--- src/ymr_pkg.sv ---
// Shared types, constants and functions of the YMODEM receiver.
package ymr_pkg;

  localparam int SMALL_BLOCK    = 128;
  localparam int LARGE_BLOCK    = 1024;
  localparam int SIZE_FIELD_LEN = 16;
  localparam int CNT_W          = $clog2(LARGE_BLOCK + 1);
  localparam int SLEN_W         = $clog2(SIZE_FIELD_LEN + 1);
  localparam int QDEPTH         = 2;
  localparam int MAX_RES        = 4;

  localparam logic [7:0] CH_SOH = 8'h01;
  localparam logic [7:0] CH_STX = 8'h02;
  localparam logic [7:0] CH_EOT = 8'h04;
  localparam logic [7:0] CH_ACK = 8'h06;
  localparam logic [7:0] CH_NAK = 8'h15;
  localparam logic [7:0] CH_CAN = 8'h18;
  localparam logic [7:0] CH_C   = 8'h43;
  localparam logic [7:0] CH_UA  = 8'h41;
  localparam logic [7:0] CH_LA  = 8'h61;
  localparam logic [15:0] CRC_POLY = 16'h1021;

  localparam logic [1:0] KIND_REPLY  = 2'd0;
  localparam logic [1:0] KIND_DATA   = 2'd1;
  localparam logic [1:0] KIND_COMMIT = 2'd2;
  localparam logic [1:0] KIND_STATUS = 2'd3;

  localparam logic [2:0] ST_RUN       = 3'd0;
  localparam logic [2:0] ST_DONE      = 3'd1;
  localparam logic [2:0] ST_SND_ABORT = 3'd2;
  localparam logic [2:0] ST_LOC_ABORT = 3'd3;
  localparam logic [2:0] ST_TOO_LARGE = 3'd4;
  localparam logic [2:0] ST_OVERFLOW  = 3'd5;

  localparam logic REG_MAX_ERR = 1'b0;
  localparam logic REG_CAP     = 1'b1;

  typedef enum logic [2:0] {
    SZ_NAME  = 3'd0,
    SZ_START = 3'd1,
    SZ_ZERO  = 3'd2,
    SZ_HEX   = 3'd3,
    SZ_DEC   = 3'd4,
    SZ_END   = 3'd5,
    SZ_BAD   = 3'd6,
    SZ_EMPTY = 3'd7
  } size_mode_t;

  typedef struct packed {
    logic [1:0]  kind;
    logic [7:0]  value;
    logic [31:0] offset;
    logic [2:0]  status;
  } res_t;

  typedef struct packed {
    logic [2:0]              cnt;
    res_t [MAX_RES-1:0]      res;
  } bundle_t;

  typedef struct packed {
    logic        cap_we;
    logic [31:0] cap;
    logic [7:0]  max_errors;
  } cfg_t;

  function automatic bundle_t push(bundle_t b, logic [1:0] k, logic [7:0] v,
                                   logic [31:0] o, logic [2:0] s);
    bundle_t r;
    r = b;
    if (b.cnt < 3'(MAX_RES)) begin
      r.res[b.cnt[1:0]].kind   = k;
      r.res[b.cnt[1:0]].value  = v;
      r.res[b.cnt[1:0]].offset = o;
      r.res[b.cnt[1:0]].status = s;
      r.cnt = b.cnt + 3'd1;
    end
    return r;
  endfunction

  function automatic logic [15:0] crc_update(logic [15:0] crc, logic [7:0] b);
    logic [15:0] c;
    c = crc ^ {b, 8'h00};
    for (int i = 0; i < 8; i++) begin
      if (c[15]) c = {c[14:0], 1'b0} ^ CRC_POLY;
      else c = {c[14:0], 1'b0};
    end
    return c;
  endfunction

endpackage

--- src/ymr_front.sv ---
// Front end: accepts line bytes, runs the packet state machine and builds result bundles.
module ymr_front (
  input  logic              clk,
  input  logic              rst_n,
  input  ymr_pkg::cfg_t     cfg,
  input  logic              in_valid,
  input  logic              in_op,
  input  logic [7:0]        in_byte,
  input  logic              q_full,
  output logic              in_ready,
  output logic              push_valid,
  output ymr_pkg::bundle_t  push_data
);

  typedef enum logic [2:0] {
    PH_IDLE, PH_CAN, PH_SEQ, PH_CSEQ, PH_DATA, PH_CRCH, PH_CRCL, PH_DONE
  } phase_t;

  phase_t                       phase_r, phase_nxt;
  logic [ymr_pkg::CNT_W-1:0]    byte_count_r, byte_count_nxt;
  logic                         large_r, large_nxt;
  logic [7:0]                   seq_r, seq_nxt;
  logic [7:0]                   exp_seq_r, exp_seq_nxt;
  logic                         hdr_seen_r, hdr_seen_nxt;
  logic [15:0]                  crc_r, crc_nxt;
  logic [7:0]                   rcrc_hi_r, rcrc_hi_nxt;
  logic [7:0]                   err_cnt_r, err_cnt_nxt;
  logic                         started_r, started_nxt;
  logic [31:0]                  wr_off_r, wr_off_nxt;
  logic [31:0]                  space_r, space_nxt;
  logic [31:0]                  size_r, size_nxt;
  ymr_pkg::size_mode_t          mode_r, mode_nxt;
  logic [ymr_pkg::SLEN_W-1:0]   slen_r, slen_nxt;
  logic                         seq_ok_r, seq_ok_nxt;

  logic                         fire;
  logic                         do_err;
  logic                         good;
  logic [7:0]                   ec_err;
  logic [ymr_pkg::CNT_W-1:0]    blk_len;
  logic [ymr_pkg::CNT_W-1:0]    cnt_inc;
  logic [31:0]                  hdr_size;
  logic [3:0]                   digit;
  ymr_pkg::bundle_t             bnd;

  assign in_ready = !q_full;
  assign fire     = in_valid && !q_full;
  assign blk_len  = large_r ? ymr_pkg::CNT_W'(ymr_pkg::LARGE_BLOCK)
                            : ymr_pkg::CNT_W'(ymr_pkg::SMALL_BLOCK);
  assign cnt_inc  = byte_count_r + 1'b1;
  assign push_valid = fire && (bnd.cnt != 3'd0);
  assign push_data  = bnd;

  always_comb begin
    phase_nxt = phase_r; byte_count_nxt = byte_count_r; large_nxt = large_r;
    seq_nxt = seq_r; exp_seq_nxt = exp_seq_r; hdr_seen_nxt = hdr_seen_r;
    crc_nxt = crc_r; rcrc_hi_nxt = rcrc_hi_r; err_cnt_nxt = err_cnt_r;
    started_nxt = started_r; wr_off_nxt = wr_off_r; space_nxt = space_r;
    size_nxt = size_r; mode_nxt = mode_r; slen_nxt = slen_r; seq_ok_nxt = seq_ok_r;
    bnd = '0;
    do_err = 1'b0;
    good = 1'b0;
    hdr_size = '0;
    digit = '0;
    ec_err = '0;
    if (cfg.cap_we) space_nxt = cfg.cap;
    if (fire && phase_r != PH_DONE) begin
      if (in_op) begin
        do_err = 1'b1;
      end else begin
        unique case (phase_r)
          PH_IDLE: begin
            if (in_byte == ymr_pkg::CH_SOH || in_byte == ymr_pkg::CH_STX) begin
              large_nxt = (in_byte == ymr_pkg::CH_STX);
              byte_count_nxt = '0; crc_nxt = '0; size_nxt = '0;
              mode_nxt = ymr_pkg::SZ_NAME; slen_nxt = '0; phase_nxt = PH_SEQ;
            end else if (in_byte == ymr_pkg::CH_EOT) begin
              err_cnt_nxt = '0; exp_seq_nxt = '0; hdr_seen_nxt = 1'b0;
              bnd = ymr_pkg::push(bnd, ymr_pkg::KIND_REPLY, ymr_pkg::CH_ACK, '0, '0);
            end else if (in_byte == ymr_pkg::CH_CAN) begin
              phase_nxt = PH_CAN;
            end else if (in_byte == ymr_pkg::CH_UA || in_byte == ymr_pkg::CH_LA) begin
              bnd = ymr_pkg::push(bnd, ymr_pkg::KIND_REPLY, ymr_pkg::CH_CAN, '0, '0);
              bnd = ymr_pkg::push(bnd, ymr_pkg::KIND_REPLY, ymr_pkg::CH_CAN, '0, '0);
              bnd = ymr_pkg::push(bnd, ymr_pkg::KIND_STATUS, '0, '0, ymr_pkg::ST_LOC_ABORT);
              phase_nxt = PH_DONE;
            end else begin
              do_err = 1'b1;
            end
          end
          PH_CAN: begin
            phase_nxt = PH_IDLE;
            if (in_byte == ymr_pkg::CH_CAN) begin
              err_cnt_nxt = '0;
              bnd = ymr_pkg::push(bnd, ymr_pkg::KIND_REPLY, ymr_pkg::CH_ACK, '0, '0);
              bnd = ymr_pkg::push(bnd, ymr_pkg::KIND_STATUS, '0, '0, ymr_pkg::ST_SND_ABORT);
              phase_nxt = PH_DONE;
            end else begin
              do_err = 1'b1;
            end
          end
          PH_SEQ: begin
            seq_nxt = in_byte; phase_nxt = PH_CSEQ;
          end
          PH_CSEQ: begin
            seq_ok_nxt = (seq_r == ~in_byte); phase_nxt = PH_DATA;
          end
          PH_DATA: begin
            crc_nxt = ymr_pkg::crc_update(crc_r, in_byte);
            if (hdr_seen_r) begin
              if (32'(byte_count_r) < space_r)
                bnd = ymr_pkg::push(bnd, ymr_pkg::KIND_DATA, in_byte,
                                    wr_off_r + 32'(byte_count_r), '0);
            end else if (mode_r == ymr_pkg::SZ_NAME) begin
              if (in_byte == 8'h00)
                mode_nxt = (byte_count_r == '0) ? ymr_pkg::SZ_EMPTY : ymr_pkg::SZ_START;
            end else if (mode_r >= ymr_pkg::SZ_START && mode_r <= ymr_pkg::SZ_DEC) begin
              if (in_byte == 8'h00 || in_byte == 8'h20) begin
                mode_nxt = ymr_pkg::SZ_END;
              end else begin
                digit = in_byte[3:0];
                if (mode_r == ymr_pkg::SZ_START && in_byte == "0") begin
                  mode_nxt = ymr_pkg::SZ_ZERO;
                end else if (mode_r == ymr_pkg::SZ_ZERO && (in_byte == "x" || in_byte == "X")) begin
                  mode_nxt = ymr_pkg::SZ_HEX;
                end else if (mode_r == ymr_pkg::SZ_HEX) begin
                  if (in_byte >= "0" && in_byte <= "9")
                    size_nxt = {size_r[27:0], 4'h0} + 32'(digit);
                  else if ((in_byte >= "a" && in_byte <= "f") ||
                           (in_byte >= "A" && in_byte <= "F"))
                    size_nxt = {size_r[27:0], 4'h0} + 32'(digit) + 32'd9;
                  else
                    mode_nxt = ymr_pkg::SZ_BAD;
                end else begin
                  mode_nxt = ymr_pkg::SZ_DEC;
                  if (in_byte >= "0" && in_byte <= "9")
                    size_nxt = {size_r[28:0], 3'b0} + {size_r[30:0], 1'b0} + 32'(digit);
                  else if ((in_byte == "k" || in_byte == "K") && slen_r != '0)
                    size_nxt = {size_r[21:0], 10'b0};
                  else if ((in_byte == "m" || in_byte == "M") && slen_r != '0)
                    size_nxt = {size_r[11:0], 20'b0};
                  else
                    mode_nxt = ymr_pkg::SZ_BAD;
                end
                slen_nxt = slen_r + 1'b1;
                if (mode_nxt >= ymr_pkg::SZ_ZERO && mode_nxt <= ymr_pkg::SZ_DEC &&
                    32'(slen_nxt) >= 32'(ymr_pkg::SIZE_FIELD_LEN))
                  mode_nxt = ymr_pkg::SZ_END;
              end
            end
            byte_count_nxt = cnt_inc;
            if (cnt_inc >= blk_len) phase_nxt = PH_CRCH;
          end
          PH_CRCH: begin
            rcrc_hi_nxt = in_byte; phase_nxt = PH_CRCL;
          end
          PH_CRCL: begin
            if (seq_ok_r && {rcrc_hi_r, in_byte} == crc_r) good = 1'b1;
            else do_err = 1'b1;
          end
          PH_DONE: phase_nxt = PH_DONE;
          default: phase_nxt = PH_IDLE;
        endcase
      end
      if (good) begin
        phase_nxt = PH_IDLE;
        err_cnt_nxt = '0;
        if (seq_r != exp_seq_r) begin
          bnd = ymr_pkg::push(bnd, ymr_pkg::KIND_REPLY, ymr_pkg::CH_NAK, '0, '0);
        end else if (!hdr_seen_r) begin
          hdr_size = (mode_r == ymr_pkg::SZ_BAD || mode_r == ymr_pkg::SZ_NAME) ? '0 : size_r;
          if (mode_r == ymr_pkg::SZ_EMPTY) begin
            bnd = ymr_pkg::push(bnd, ymr_pkg::KIND_REPLY, ymr_pkg::CH_ACK, '0, '0);
            bnd = ymr_pkg::push(bnd, ymr_pkg::KIND_STATUS, '0, '0, ymr_pkg::ST_DONE);
            phase_nxt = PH_DONE;
          end else if (hdr_size > space_r) begin
            bnd = ymr_pkg::push(bnd, ymr_pkg::KIND_REPLY, ymr_pkg::CH_CAN, '0, '0);
            bnd = ymr_pkg::push(bnd, ymr_pkg::KIND_REPLY, ymr_pkg::CH_CAN, '0, '0);
            bnd = ymr_pkg::push(bnd, ymr_pkg::KIND_STATUS, '0, '0, ymr_pkg::ST_TOO_LARGE);
            phase_nxt = PH_DONE;
          end else begin
            bnd = ymr_pkg::push(bnd, ymr_pkg::KIND_REPLY, ymr_pkg::CH_ACK, '0, '0);
            bnd = ymr_pkg::push(bnd, ymr_pkg::KIND_REPLY, ymr_pkg::CH_C, '0, '0);
            hdr_seen_nxt = 1'b1;
            exp_seq_nxt = exp_seq_r + 8'd1;
            started_nxt = 1'b1;
          end
        end else if (space_r < 32'(blk_len)) begin
          bnd = ymr_pkg::push(bnd, ymr_pkg::KIND_REPLY, ymr_pkg::CH_CAN, '0, '0);
          bnd = ymr_pkg::push(bnd, ymr_pkg::KIND_REPLY, ymr_pkg::CH_CAN, '0, '0);
          bnd = ymr_pkg::push(bnd, ymr_pkg::KIND_STATUS, '0, '0, ymr_pkg::ST_OVERFLOW);
          phase_nxt = PH_DONE;
        end else begin
          wr_off_nxt = wr_off_r + 32'(blk_len);
          space_nxt = space_r - 32'(blk_len);
          bnd = ymr_pkg::push(bnd, ymr_pkg::KIND_COMMIT, '0, wr_off_r + 32'(blk_len), '0);
          bnd = ymr_pkg::push(bnd, ymr_pkg::KIND_REPLY, ymr_pkg::CH_ACK, '0, '0);
          exp_seq_nxt = exp_seq_r + 8'd1;
          started_nxt = 1'b1;
        end
      end
      if (do_err) begin
        phase_nxt = PH_IDLE;
        ec_err = (started_r && err_cnt_r != 8'hFF) ? err_cnt_r + 8'd1 : err_cnt_r;
        err_cnt_nxt = ec_err;
        if (ec_err > cfg.max_errors) begin
          bnd = ymr_pkg::push(bnd, ymr_pkg::KIND_REPLY, ymr_pkg::CH_CAN, '0, '0);
          bnd = ymr_pkg::push(bnd, ymr_pkg::KIND_REPLY, ymr_pkg::CH_CAN, '0, '0);
          bnd = ymr_pkg::push(bnd, ymr_pkg::KIND_STATUS, '0, '0, ymr_pkg::ST_LOC_ABORT);
          phase_nxt = PH_DONE;
        end else begin
          bnd = ymr_pkg::push(bnd, ymr_pkg::KIND_REPLY, ymr_pkg::CH_C, '0, '0);
        end
      end
    end
  end

  always_ff @(posedge clk) begin
    if (!rst_n) begin
      phase_r <= PH_IDLE; byte_count_r <= '0; large_r <= 1'b0; seq_r <= '0;
      exp_seq_r <= '0; hdr_seen_r <= 1'b0; crc_r <= '0; rcrc_hi_r <= '0;
      err_cnt_r <= '0; started_r <= 1'b0; wr_off_r <= '0; space_r <= '0;
      size_r <= '0; mode_r <= ymr_pkg::SZ_NAME; slen_r <= '0; seq_ok_r <= 1'b0;
    end else begin
      phase_r <= phase_nxt; byte_count_r <= byte_count_nxt; large_r <= large_nxt;
      seq_r <= seq_nxt; exp_seq_r <= exp_seq_nxt; hdr_seen_r <= hdr_seen_nxt;
      crc_r <= crc_nxt; rcrc_hi_r <= rcrc_hi_nxt; err_cnt_r <= err_cnt_nxt;
      started_r <= started_nxt; wr_off_r <= wr_off_nxt; space_r <= space_nxt;
      size_r <= size_nxt; mode_r <= mode_nxt; slen_r <= slen_nxt; seq_ok_r <= seq_ok_nxt;
    end
  end

endmodule

--- src/ymr_queue.sv ---
// Short queue of result bundles between the front and back ends.
module ymr_queue (
  input  logic              clk,
  input  logic              rst_n,
  input  logic              wr_en,
  input  ymr_pkg::bundle_t  wr_data,
  input  logic              rd_en,
  output logic              full,
  output logic              rd_valid,
  output ymr_pkg::bundle_t  rd_data
);

  localparam int PW = $clog2(ymr_pkg::QDEPTH);

  ymr_pkg::bundle_t [ymr_pkg::QDEPTH-1:0] mem_r;
  logic [PW-1:0]  wp_r, wp_nxt, rp_r, rp_nxt;
  logic [PW:0]    cnt_r, cnt_nxt;

  assign full     = (cnt_r == (PW+1)'(ymr_pkg::QDEPTH));
  assign rd_valid = (cnt_r != '0);
  assign rd_data  = mem_r[rp_r];

  always_comb begin
    wp_nxt  = wr_en ? wp_r + 1'b1 : wp_r;
    rp_nxt  = rd_en ? rp_r + 1'b1 : rp_r;
    cnt_nxt = cnt_r + (PW+1)'(wr_en) - (PW+1)'(rd_en);
  end

  always_ff @(posedge clk) begin
    if (wr_en) mem_r[wp_r] <= wr_data;
    if (!rst_n) begin
      wp_r <= '0; rp_r <= '0; cnt_r <= '0;
    end else begin
      wp_r <= wp_nxt; rp_r <= rp_nxt; cnt_r <= cnt_nxt;
    end
  end

endmodule

--- src/ymr_back.sv ---
// Back end: holds one bundle and sends its results one per transaction.
module ymr_back (
  input  logic              clk,
  input  logic              rst_n,
  input  logic              q_valid,
  input  ymr_pkg::bundle_t  q_data,
  output logic              q_pop,
  output logic              out_valid,
  input  logic              out_ready,
  output ymr_pkg::res_t     out_res,
  output logic              out_last
);

  ymr_pkg::bundle_t cur_r, cur_nxt;
  logic             cur_v_r, cur_v_nxt;
  logic [1:0]       idx_r, idx_nxt;
  logic             fire;

  assign out_valid = cur_v_r;
  assign out_res   = cur_r.res[idx_r];
  assign out_last  = ({1'b0, idx_r} == cur_r.cnt - 3'd1);
  assign fire      = cur_v_r && out_ready;
  assign q_pop     = q_valid && (!cur_v_r || (fire && out_last));

  always_comb begin
    cur_nxt = cur_r;
    cur_v_nxt = cur_v_r;
    idx_nxt = idx_r;
    if (fire) begin
      idx_nxt = idx_r + 2'd1;
      if (out_last) cur_v_nxt = 1'b0;
    end
    if (q_pop) begin
      cur_nxt = q_data;
      cur_v_nxt = 1'b1;
      idx_nxt = '0;
    end
  end

  always_ff @(posedge clk) begin
    cur_r <= cur_nxt;
    if (!rst_n) begin
      cur_v_r <= 1'b0; idx_r <= '0;
    end else begin
      cur_v_r <= cur_v_nxt; idx_r <= idx_nxt;
    end
  end

endmodule

--- src/ymodem_receiver.sv ---
// Each result passes through the bundle queue and the back end's bundle register.
// Throughput: one input transaction per cycle while the queue is not full; results
// leave one per cycle while out_tready is high, buffered by a
// two-bundle queue. Synchronous active-low reset returns to waiting for a start
// byte with max_errors 5 and dest_capacity 0; configuration writes apply at once.
module ymodem_receiver (
  input  logic        clk,
  input  logic        rst_n,
  input  logic        in_tvalid,
  output logic        in_tready,
  input  logic [7:0]  in_tdata,   // [7:0] rx_byte
  input  logic        in_tuser,   // [0] operation
  output logic        out_tvalid,
  input  logic        out_tready,
  output logic [47:0] out_tdata,  // [7:0] value, [39:8] offset, [42:40] status, zeros
  output logic [1:0]  out_tuser,  // [1:0] kind
  output logic        out_tlast,
  input  logic        cfg_psel,
  input  logic        cfg_penable,
  input  logic        cfg_pwrite,
  input  logic [2:0]  cfg_paddr,
  input  logic [31:0] cfg_pwdata,
  output logic [31:0] cfg_prdata,
  output logic        cfg_pready
);

  logic [7:0]       max_err_r;
  logic [31:0]      cap_r;
  logic             wr;
  ymr_pkg::cfg_t    cfg;
  logic             q_full, push_v, q_valid, q_pop;
  ymr_pkg::bundle_t push_d, q_data;
  ymr_pkg::res_t    res;

  assign cfg_pready = 1'b1;
  assign wr = cfg_psel && cfg_penable && cfg_pwrite;
  assign cfg.cap_we = wr && (cfg_paddr[2] == ymr_pkg::REG_CAP);
  assign cfg.cap = cfg_pwdata;
  assign cfg.max_errors = max_err_r;
  assign cfg_prdata = (cfg_paddr[2] == ymr_pkg::REG_CAP) ? cap_r : {24'b0, max_err_r};

  always_ff @(posedge clk) begin
    if (!rst_n) begin
      max_err_r <= 8'd5; cap_r <= '0;
    end else if (wr) begin
      if (cfg_paddr[2] == ymr_pkg::REG_MAX_ERR) max_err_r <= cfg_pwdata[7:0];
      else cap_r <= cfg_pwdata;
    end
  end

  ymr_front u_front (
    .clk, .rst_n, .cfg,
    .in_valid(in_tvalid), .in_op(in_tuser), .in_byte(in_tdata),
    .q_full, .in_ready(in_tready), .push_valid(push_v), .push_data(push_d)
  );

  ymr_queue u_queue (
    .clk, .rst_n, .wr_en(push_v), .wr_data(push_d), .rd_en(q_pop),
    .full(q_full), .rd_valid(q_valid), .rd_data(q_data)
  );

  ymr_back u_back (
    .clk, .rst_n, .q_valid, .q_data, .q_pop,
    .out_valid(out_tvalid), .out_ready(out_tready), .out_res(res), .out_last(out_tlast)
  );

  assign out_tuser = res.kind;
  assign out_tdata = {5'b0, res.status, res.offset, res.value};

endmodule

--- config.mk ---
export PLATFORM = sky130hd
export DESIGN_NAME = ymodem_receiver
export DESIGN_NICKNAME = d
export VERILOG_FILES = /design/src/ymr_pkg.sv /design/src/ymr_front.sv /design/src/ymr_queue.sv /design/src/ymr_back.sv /design/src/ymodem_receiver.sv
export SDC_FILE = /design/constraint.sdc
export NUM_CORES = 1
export LEC_CHECK = 0
export BUFFER_PORTS_ARGS = -buffer_cell sky130_fd_sc_hd__buf_2
export CORE_MARGIN = 2
export CORE_UTILIZATION = 60
export DETAILED_ROUTE_END_ITERATION = 6
export PLACE_DENSITY = 0.86
export SLEW_MARGIN = 5
export SYNTH_ARGS = -nofsm -noshare
export SYNTH_HDL_FRONTEND = slang
export SYNTH_SLANG_ARGS = --single-unit
--- constraint.sdc ---
create_clock -name clk -period 30.3 [get_ports clk]
set_input_delay 3.03 -clock clk [delete_from_list [all_inputs] [get_ports clk]]
set_output_delay 3.03 -clock clk [all_outputs]
set_load 0.03 [all_outputs]
[After elaboration in Yosys (flattened, before gate mapping)]
Cells that the tools add are included.
Word-level totals
  register bits: 766
  input bits: 51
  output and inout port bits: 86
  logic and storage cells: 759
Cells by class
  add/sub/neg operators: 31
  magnitude comparators: 62
  equal/unequal tests: 54
  muxes and demuxes: 448
  bitwise logic cells: 15
  reductions and logical operators: 75
Operators with widths (number)
  2-to-1 mux 183 bit: 90
  bitwise mux 180 bit: 69
  demux 45 bit (select 2 bit): 56
  2-to-1 mux 45 bit: 26
  2-to-1 mux 32 bit: 21
  2-to-1 mux 43 bit: 14
  case mux 183 bit (3 select lines): 1
  2-to-1 mux 35 bit: 14
  bitwise mux 366 bit: 1
  2-to-1 mux 16 bit: 22
  2-to-1 mux 3 bit: 62
  demux 183 bit (select 1 bit): 1
  2-to-1 mux 181 bit: 1
  2-to-1 mux 8 bit: 17
  2-to-1 mux 13 bit: 8
  binary-select mux 45 bit (select 2 bit): 1
  adder 32 x 11 -> 32 bit: 2
  adder 32 x 4 -> 32 bit: 2
  equality test 8 x 7 -> 1 bit (second input constant): 8
  case mux 32 bit (2 select lines): 1
  less-than comparator 2 x 3 -> 1 bit (second input constant): 15
  adder 3 x 1 -> 3 bit (second input constant): 14
  less-than comparator 3 bit (second input constant): 14
  logical AND 1 bit: 36
  84 further kinds: 189

[Longest topological paths before layout]
Gate-level depths: netlist of the first run.
  depth after elaboration: 126
  gate-level depth with buffers: 31
  depth with buffers taken out: 30

[Hierarchy]
Synthesis of the first run repeated with hierarchy kept, for this count alone.
Second synthesis, totals
  cells, all modules: 3390
  area, all modules: 38806.0 um^2
Modules (own cells, without submodules)
  ymr_front: instances 1, cells each 2325, area an instance 16579.7 um^2, seq. area each 3263.1 um^2
  ymr_queue: instances 1, cells each 588, area an instance 13431.6 um^2, seq. area each 11070.6 um^2
  ymr_back: instances 1, cells each 264, area an instance 6841.6 um^2, seq. area each 5555.3 um^2
  ymodem_receiver: instances 1, cells each 213, area an instance 1953.1 um^2, seq. area each 800.8 um^2

[Worst setup path after synthesis of the first run]
No wires, ideal clock.
  path type: input to register
  from: input in_tdata[1]
  to: register u_queue.mem_r[0] (netlist bit) (enable)
  arrival time: 15.622 ns
  required time: 29.535 ns
  setup slack: 13.913 ns
  stages: 23
  path buffers: 2
  path through: clkbuf_1 inv_1 ha_1 nand4b_1 nor4_1 nand3_1 nand2_1 inv_1 ha_1 clkbuf_1 and3_1 a221o_1 a311oi_2 xnor2_1 ha_1 mux2_2 o21a_1 ha_1 o21ai_0 a31oi_1 o22ai_1 nand2_1 a31oi_1
Between the ends
  word-level cells in the longest chain between the ends: 50
  elaborated cells between the ends (all ways): 124
  classes of those cells: add/sub: 11; order compare: 11; eq/ne: 7; mux: 90; reduce/logical: 5
Ends and longest elaborated chain
  from (decl): line ymodem_receiver.sv:11  | input logic [7:0] in_tdata,
  equality test 8 x 7 -> 1 bit: line ymr_front.sv:82  | end else if (in_byte == ymr_pkg::CH_UA || in_byte == ymr_pkg::CH_LA) begin
  logical OR 1 bit: line ymr_front.sv:82
  2-to-1 mux 183 bit: line ymr_front.sv:82
  2-to-1 mux 183 bit: line ymr_front.sv:80  | end else if (in_byte == ymr_pkg::CH_CAN) begin
  2-to-1 mux 183 bit: line ymr_front.sv:77  | end else if (in_byte == ymr_pkg::CH_EOT) begin
  2-to-1 mux 183 bit: line ymr_front.sv:73  | if (in_byte == ymr_pkg::CH_SOH || in_byte == ymr_pkg::CH_STX) begin
  case mux 183 bit (3 select lines): line ymr_front.sv:71  | unique case (phase_r)
  2-to-1 mux 183 bit: line ymr_front.sv:68  | if (in_op) begin
  [... 34 more ...]
  2-to-1 mux 183 bit: line ymr_front.sv:67  | if (fire && phase_r != PH_DONE) begin
  adder 3 x 1 -> 3 bit or less-than comparator 3 bit (tied branches): line ymr_pkg.sv:76, ymr_pkg.sv:71
  2-to-1 mux 183 bit: line ymr_pkg.sv:71  | if (b.cnt < 3'(MAX_RES)) begin
  2-to-1 mux 183 bit: line ymr_front.sv:206  | if (ec_err > cfg.max_errors) begin
  2-to-1 mux 183 bit *: line ymr_front.sv:202  | if (do_err) begin
  2-to-1 mux 183 bit *: line ymr_front.sv:67
  nonzero test 3 bit *: line ymr_front.sv:51  | assign push_valid = fire && (bnd.cnt != 3'd0);
  logical AND 1 bit *: line ymr_front.sv:51
  to (signal, indexed assignment): line ymr_queue.sv:30  | if (wr_en) mem_r[wp_r] <= wr_data;
  to (decl): line ymr_queue.sv:15  | ymr_pkg::bundle_t [ymr_pkg::QDEPTH-1:0] mem_r;
Mark *: on every way between the ends. The rest lies on a longest branch, timed or not. The select of a mux whose other input is x is not followed.
A chain may end at the register's enable or synchronous reset.

[Worst setup path in the final report of the first run]
  from: input in_tdata[1]
  to: register u_queue.mem_r[293] (netlist bit) (enable)
Same word-level chain as after synthesis.

==> results.txt, run 1 <==
Remaining DRCs -> 2
Ys Warns -> 0
NetSw -> 0.712 mW
Detail-routed via count per cell -> 6.45
Critical path arrival -> 10.15 ns
Latest clock arrival within the worst-skew pair -> 0.61 ns
Final setup viols -> 0
PortBufs -> 128
Setup bufs post-CTS -> 0
Period utilization -> 0.327
RSZ-0062 raised after global routing -> false
Primary FF master, synth -> edfxtp_1
VDD IR max -> 65.3 µV
Worst slack, placed -> 19.99 ns
Synth area leaders -> edfxtp_1 40%, dfxtp_1 12%, ha_1 5.6%
Metal-1 WL -> 35.9 mm
Top sig layer -> met5
Largest net degree at the start of global routing -> 157
Async SR Flop Fraction -> 0
Switch share -> 0.280
Failing checks -> design-rule violations
Placeable Area -> 57800 µm²
Initial DRC Count -> 3389
FF+latch area -> 18300 µm²
Most frequent cells after synthesis -> 468 x edfxtp_1, 330 x nor2_1, 299 x nand2_1
Met3 wire length -> 8.61 mm
Longest Clk Path Bufs -> 3
Status -> complete, but fails checks
Reg clk slew, reported paths -> 0.06 ns
Final nets -> 3547
Slew @ Worst Pin -> 1.19 ns
Clock sinks -> 678
Starting density of the core -> 0.609
IO Pins -> 137
Internal -> 1.83 mW
# resized after CTS -> 0
Vias post-DR -> 26796
Worst slew margin -> 0.205
Hold Crit Class -> reg -> reg
Critical Path Source Type -> input pin
Row count -> 88
Number of synthesized flops with an enable pin -> 468
Initial antenna violation count -> 3
Most frequent cell after synthesis -> edfxtp_1
Yosys reg bits -> 678
Area leader, netlist -> edfxtp_1
TritonCTS clock tree -> built
Worst setup EP type -> flip-flop
Skew final -> 0.0246 ns
Detailed Place HPWL -> 58.7 mm
Leakage -> 13.8 nW
Power share of the clock group -> 0.331
Fin worst setup slack -> 20.38 ns
Sequential share of the synthesized area -> 0.519
Slew Limit Fails -> 0
Critical path class -> in -> reg
Htree depth -> 3
Total gr overflow -> 0
Area Overhead vs Synth -> 9.60%
Die area -> 60600 µm²
Worst endpoint required time -> 30.53 ns
Count of cell types in the netlist -> 98
Hold buffers post-CTS -> 0
Share of layout cells above drive strength 1 -> 0.149
Die height -> 246 µm
DR WL met2 -> 42.8 mm
ANT nets after route -> 0
Final Hold Fails -> 0
Crit path max fanout -> 58
Num CTS Buffers -> 69
Mean Syn Cell Area -> 10.7 µm²
Total GRT Usage -> 0.299
Synth top area share -> 0.399
DRT Pass-1 Iters -> 7
Maximum clock rate -> 101 MHz
Pwr/cell area -> 65.9 nW/µm²
Combinational share of power -> 0.174
Min Tclk post-route -> 9.92 ns
First-pass GRT wire length -> 142 mm
Mapped Area -> 35200 µm²
Setup TNS -> 0 ns
Diode count -> 0
Post-synthesis cell count -> 3291
Area occupied by multi-input gates -> 15900 µm²
Root Buffer -> clkbuf_16
Sequential share of power -> 0.495
Gpl congestion -> 0.971
Filler Cells Inserted -> 4086
Vias in the first global route -> 25446
Total Wirelength -> 90.7 mm
Wire per inst -> 21.8 µm
Worst hold margin -> 0.449 ns
Die X -> 246 µm
Max_cap viols -> 0
[state kept, by name, summed over array words and instances, names as in the netlist, 2 cells and up]
register,flops
cap_r,32
max_err_r,8
u_back.cur_r,156
u_back.idx_r,2
u_front.byte_count_r,11
u_front.crc_r,16
u_front.err_cnt_r,8
u_front.exp_seq_r,8
u_front.mode_r,3
u_front.phase_r,3
u_front.rcrc_hi_r,8
u_front.seq_r,8
u_front.size_r,32
u_front.slen_r,5
u_front.space_r,32
u_front.wr_off_r,25
u_queue.cnt_r,2
u_queue.mem_r,312
[path summary, 6_finish.rpt]
kind                                        from  slack, ns  cells past startpoint                           end
setup / recovery                     in_tdata[1]      20.38                     23  u_queue.mem_r[293]$_DFFE_PP_
hold / removal            cap_r[17]$_SDFFE_PN0P_       0.45                      2        cap_r[17]$_SDFFE_PN0P_
setup reg to reg  u_front.space_r[24]$_SDFF_PN0_      22.34                     22  u_queue.mem_r[293]$_DFFE_PP_
hold reg to reg           cap_r[17]$_SDFFE_PN0P_       0.45                      2        cap_r[17]$_SDFFE_PN0P_
[metal layers]
metal	GRT usage	up-vias
met3	0.0613	293
met1	0.399	12854
met2	0.480	1504
met5	0	-
li1	-	12139
met4	0.116	6
[power groups by stage]
stage,sequential (mW),clock [mW],combinational [mW]
2_1_floorplan,1.27,0,0.326
3_5_place_dp,1.27,0,0.436
5_1_grt,1.27,0.882,0.471
6_report,1.26,0.842,0.442
3_3_place_gp,1.25,0,0.426
4_1_cts,1.26,0.847,0.444
[layout by cell type, fill, tap and decap left out, drive strengths merged, types with 12 or more instances in the layout]
cell / instances
a21oi: 266
nor2b: 38
buf: 160
and2: 50
nand3: 103
xnor2: 89
mux2: 161
or3: 34
inv: 101
a31oi: 26
clkbuf: 91
nand4: 50
a211oi: 24
and4: 12
o22ai: 14
ha: 157
nor2: 331
nand2: 300
clkinv: 17
dfxtp: 210
a22oi: 28
nor3: 75
a21o: 28
nor4: 19
mux2i: 24
xor2: 88
nand2b: 15
o21ai: 132
o211ai: 24
and3: 42
mux4: 36
edfxtp: 468
o21a: 16
a221oi: 13
[per-stage QoR]
stage               cells  total power [mW]  utilization  instance area [µm²]
detailed placement   4030              1.71        0.629                36400
finish               4154              2.54        0.667                38600
floorplan            3295              1.60            -                35200
global route         4154              2.62        0.667                38600
global placement     4030              1.68        0.629                36400
CTS                  4154              2.55        0.667                38600
[cells by family (layout without fill, tap and decap cells)]
kind of cell	after synthesis	after routing	synth area share
AND/OR/NAND/NOR	1112	1112	0.151
flip-flops	678	678	0.519
AO/OA/AOI/OAI	655	655	0.115
buffers and inverters	286	380	0.0317
multiplexers	221	221	0.0814
XOR/XNOR	177	177	0.0441
adder cells (fa/ha/maj)	160	160	0.0575
other	2	6	0.000213
[final cells by class]
cell class,count,share of cell area
Clock buffer,91,0.0480
Clock inverter,33,0.00905
Inverter,96,0.00941
Multi-Input combinational cell,2331,0.412
Sequential cell,678,0.474
Tap cell,765,0.0248
Timing Repair Buffer,160,0.0232
[critical path: stages]
cell and delay [ns]:
buf_2 0.19, inv_1 0.26, ha_1 0.29, nand4b_1 0.19, nor4_1 0.26, buf_4 0.21, nand3_1 0.31, nand2_1 0.34
inv_1 0.14, ha_1 0.35, and3_1 0.24, a221o_1 0.33, a311oi_2 0.51, xnor2_1 0.23, ha_1 0.36, mux2_2 0.28
o21a_1 0.19, ha_1 0.27, o21ai_0 0.15, a31oi_1 0.14, o22ai_1 0.29, o311a_4 0.73, buf_4 0.76
No activity file was read; power rests on OpenSTA's default activity.
==> run 2, diff against run 1 <==
--- a/config.mk
+++ b/config.mk
@@ -5,6 +5,7 @@
 export SDC_FILE = /design/constraint.sdc
 export NUM_CORES = 1
 export LEC_CHECK = 0
+export ABC_AREA = 1
 export BUFFER_PORTS_ARGS = -buffer_cell sky130_fd_sc_hd__buf_2
 export CORE_MARGIN = 2
 export CORE_UTILIZATION = 60
==> constraint.sdc (replaced) <==
create_clock -name clk -period 9.8 [get_ports clk]
set_input_delay 0.98 -clock clk [delete_from_list [all_inputs] [get_ports clk]]
set_output_delay 0.98 -clock clk [all_outputs]
set_load 0.03 [all_outputs]
==> run 2 against run 1 <==
The run still ends with design-rule violations left. Sequential cell count did not move. Sequential power rose to 3.3 times the previous value. Cell area increased by 2.4%. Area after synthesis is 2.1% higher. Clock power rose to 3.3 times the previous value. Global-route usage is 0.91 points higher. Count of clock-buffer cells in the layout rose by 2. Critical path type unchanged. Largest cell class unchanged.
==> results.txt, run 2 <==
Detailed Place HPWL -> 66.0 mm
Num CTS Buffers -> 71
Post-DP Area -> 37100 µm²
VDD IR max -> 217 µV
Sequential share of the synthesized area -> 0.508
Total gr overflow -> 0
Row count -> 89
Skew final -> 0.0323 ns
Area occupied by multi-input gates -> 15400 µm²
Initial antenna violation count -> 1
TritonCTS clock tree -> built
Pwr/cell area -> 228 nW/µm²
RSZ-0062 raised after global routing -> false
Placeable Area -> 59100 µm²
Die height -> 249 µm
Delay-heaviest family, CP -> simple AND/OR/NAND/NOR gates
Worst slack, placed -> 1.64 ns
Area leader, netlist -> edfxtp_1
Latest clock arrival within the worst-skew pair -> 0.63 ns
Maximum clock rate -> 130 MHz
Max_cap viols -> 0
Initial DRC Count -> 3774
Synth area leaders -> edfxtp_1 39%, dfxtp_1 12%, nand2_1 11%
Ys Warns -> 0
Design area -> 39500 µm²
Regs by FF count -> u_queue.mem_r: 312 flops, u_back.cur_r: 156 flops
Vias in the first global route -> 28542
Starting density of the core -> 0.608
Worst hold margin -> 0.461 ns
Root Buffer -> clkbuf_16
Crit path max fanout -> 62
Clock sinks -> 678
Final Hold Fails -> 0
Share of layout cells above drive strength 1 -> 0.0829
First-pass GRT wire length -> 152 mm
# resized after CTS -> 0
Critical path class -> in -> reg
Total Wirelength -> 97.3 mm
Final setup viols -> 0
Primary FF master, synth -> edfxtp_1
Most frequent cell after synthesis -> nand2_1
Hold Crit Class -> reg -> reg
Mean Syn Cell Area -> 8.45 µm²
NetSw -> 2.99 mW
Power share of the clock group -> 0.305
PortBufs -> 128
Final core utilization -> 0.668
Fin worst setup slack -> 2.10 ns
Most frequent cells after synthesis -> 1093 x nand2_1, 475 x nor2_1, 468 x edfxtp_1
Wire per inst -> 18.9 µm
Min Tclk post-route -> 7.70 ns
Critical path arrival -> 7.97 ns
Critical Path Source Type -> input pin
Die X -> 249 µm
Diode count -> 0
Area Overhead vs Synth -> 9.91%
Remaining DRCs -> 11
Commonest non-fill, non-tap cell in the layout -> nand2_1
Sequential share of power -> 0.464
Slowest stage cell, crit path -> nand4_1
Commonest cells after routing, fill and taps aside -> 1093 x nand2_1, 473 x nor2_1, 468 x edfxtp_1, 384 x inv_1, 328 x a21oi_1
Final nets -> 4520
Slew @ Worst Pin -> 1.12 ns
Reg clk slew, reported paths -> 0.06 ns
Setup TNS -> 0 ns
Inst Count DP -> 5009
Buf/Inv on CP -> 15
Number of synthesized flops with an enable pin -> 468
Hold buffers post-CTS -> 0
Max FFs per register -> 312
Filler Cells Inserted -> 4490
Period utilization -> 0.786
Async SR Flop Fraction -> 0
Die area -> 61900 µm²
FF+latch area -> 18300 µm²
Worst endpoint required time -> 10.07 ns
Internal -> 6.01 mW
Slew Limit Fails -> 0
Synth top area share -> 0.391
Leakage -> 16.4 nW
Yosys reg bits -> 678
Gpl congestion -> 0.967
Setup bufs post-CTS -> 0
Vias post-DR -> 30290
Post-synthesis cell count -> 4252
Mapped Area -> 35900 µm²
Worst slew margin -> 0.252
Status -> complete, but fails checks
Non-Filler Instances -> 5140
Pwr Total -> 9.00 mW
Count of cell types in the netlist -> 68
Switch share -> 0.332
DRT Pass-1 Iters -> 7
Longest Clk Path Bufs -> 3
Largest net degree at the start of global routing -> 102
Combinational share of power -> 0.232
Total GRT Usage -> 0.308
Worst setup EP type -> flip-flop
Htree depth -> 3
Most frequent CP cell -> nand2_1
Detail-routed via count per cell -> 5.89
Failing checks -> design-rule violations
Slowest stage delay, CP -> 0.50 ns
Top reg by flops -> u_queue.mem_r
IO Pins -> 137
ANT nets after route -> 0
==> run 2: layout make-up <==
type | instances | share of cell area
Inverter | 413 | 0.0398
Timing Repair Buffer | 163 | 0.0235
Multi-Input combinational cell | 2982 | 0.390
Tap cell | 773 | 0.0245
Clock inverter | 38 | 0.0104
Sequential cell | 678 | 0.462
Clock buffer | 93 | 0.0496
==> run 2: tightest hold or removal path: stages, from the launching register on <==
cell	delay, ns
dfxtp_1	0.31
nand2_1	0.06
a21oi_1	0.05
==> run 2: power groups by stage <==
| stage | Sequential, mW | Combinational [mW] | Clock (mW) |
|---|---|---|---|
| after detailed placement | 4.22 | 2.06 | 0 |
| after floorplan | 4.21 | 1.45 | 0 |
| after CTS | 4.17 | 2.08 | 2.76 |
| final | 4.17 | 2.09 | 2.74 |
| after global routing | 4.22 | 2.28 | 2.87 |
| after global placement | 4.18 | 2.00 | 0 |
==> run 2: worst paths after layout <==
path,end,start,cells past startpoint,slack (ns)
max,u_queue.mem_r[309]$_DFFE_PP_,in_tdata[1],42,2.10
min,cap_r[31]$_SDFFE_PN0P_,cap_r[31]$_SDFFE_PN0P_,2,0.46
min reg2reg,cap_r[31]$_SDFFE_PN0P_,cap_r[31]$_SDFFE_PN0P_,2,0.46
max reg2reg,u_queue.mem_r[309]$_DFFE_PP_,u_front.phase_r[1]$_SDFFE_PN0P_,39,2.51
==> run 2: logic make-up (layout without fill, tap and decap cells) <==
logic type | after synthesis | after routing | synth area share
xor gates and xnor gates | 125 | 125 | 0.0305
DFF | 678 | 678 | 0.508
adders and majority gates | 160 | 160 | 0.0563
other | 2 | 6 | 0.000209
buffers and inverters | 596 | 707 | 0.0644
and+or+nand+nor | 1870 | 1870 | 0.214
AOI/OAI and AO/OA | 821 | 821 | 0.127
==> run 2: metal layers <==
layer / track usage / up-vias / wire length (µm)
li1: - / 14399 / -
met1: 0.406 / 14124 / 38900
met2: 0.515 / 1526 / 46500
met3: 0.0493 / 239 / 8590
met4: 0.115 / 2 / 3300
met5: 0 / - / 13
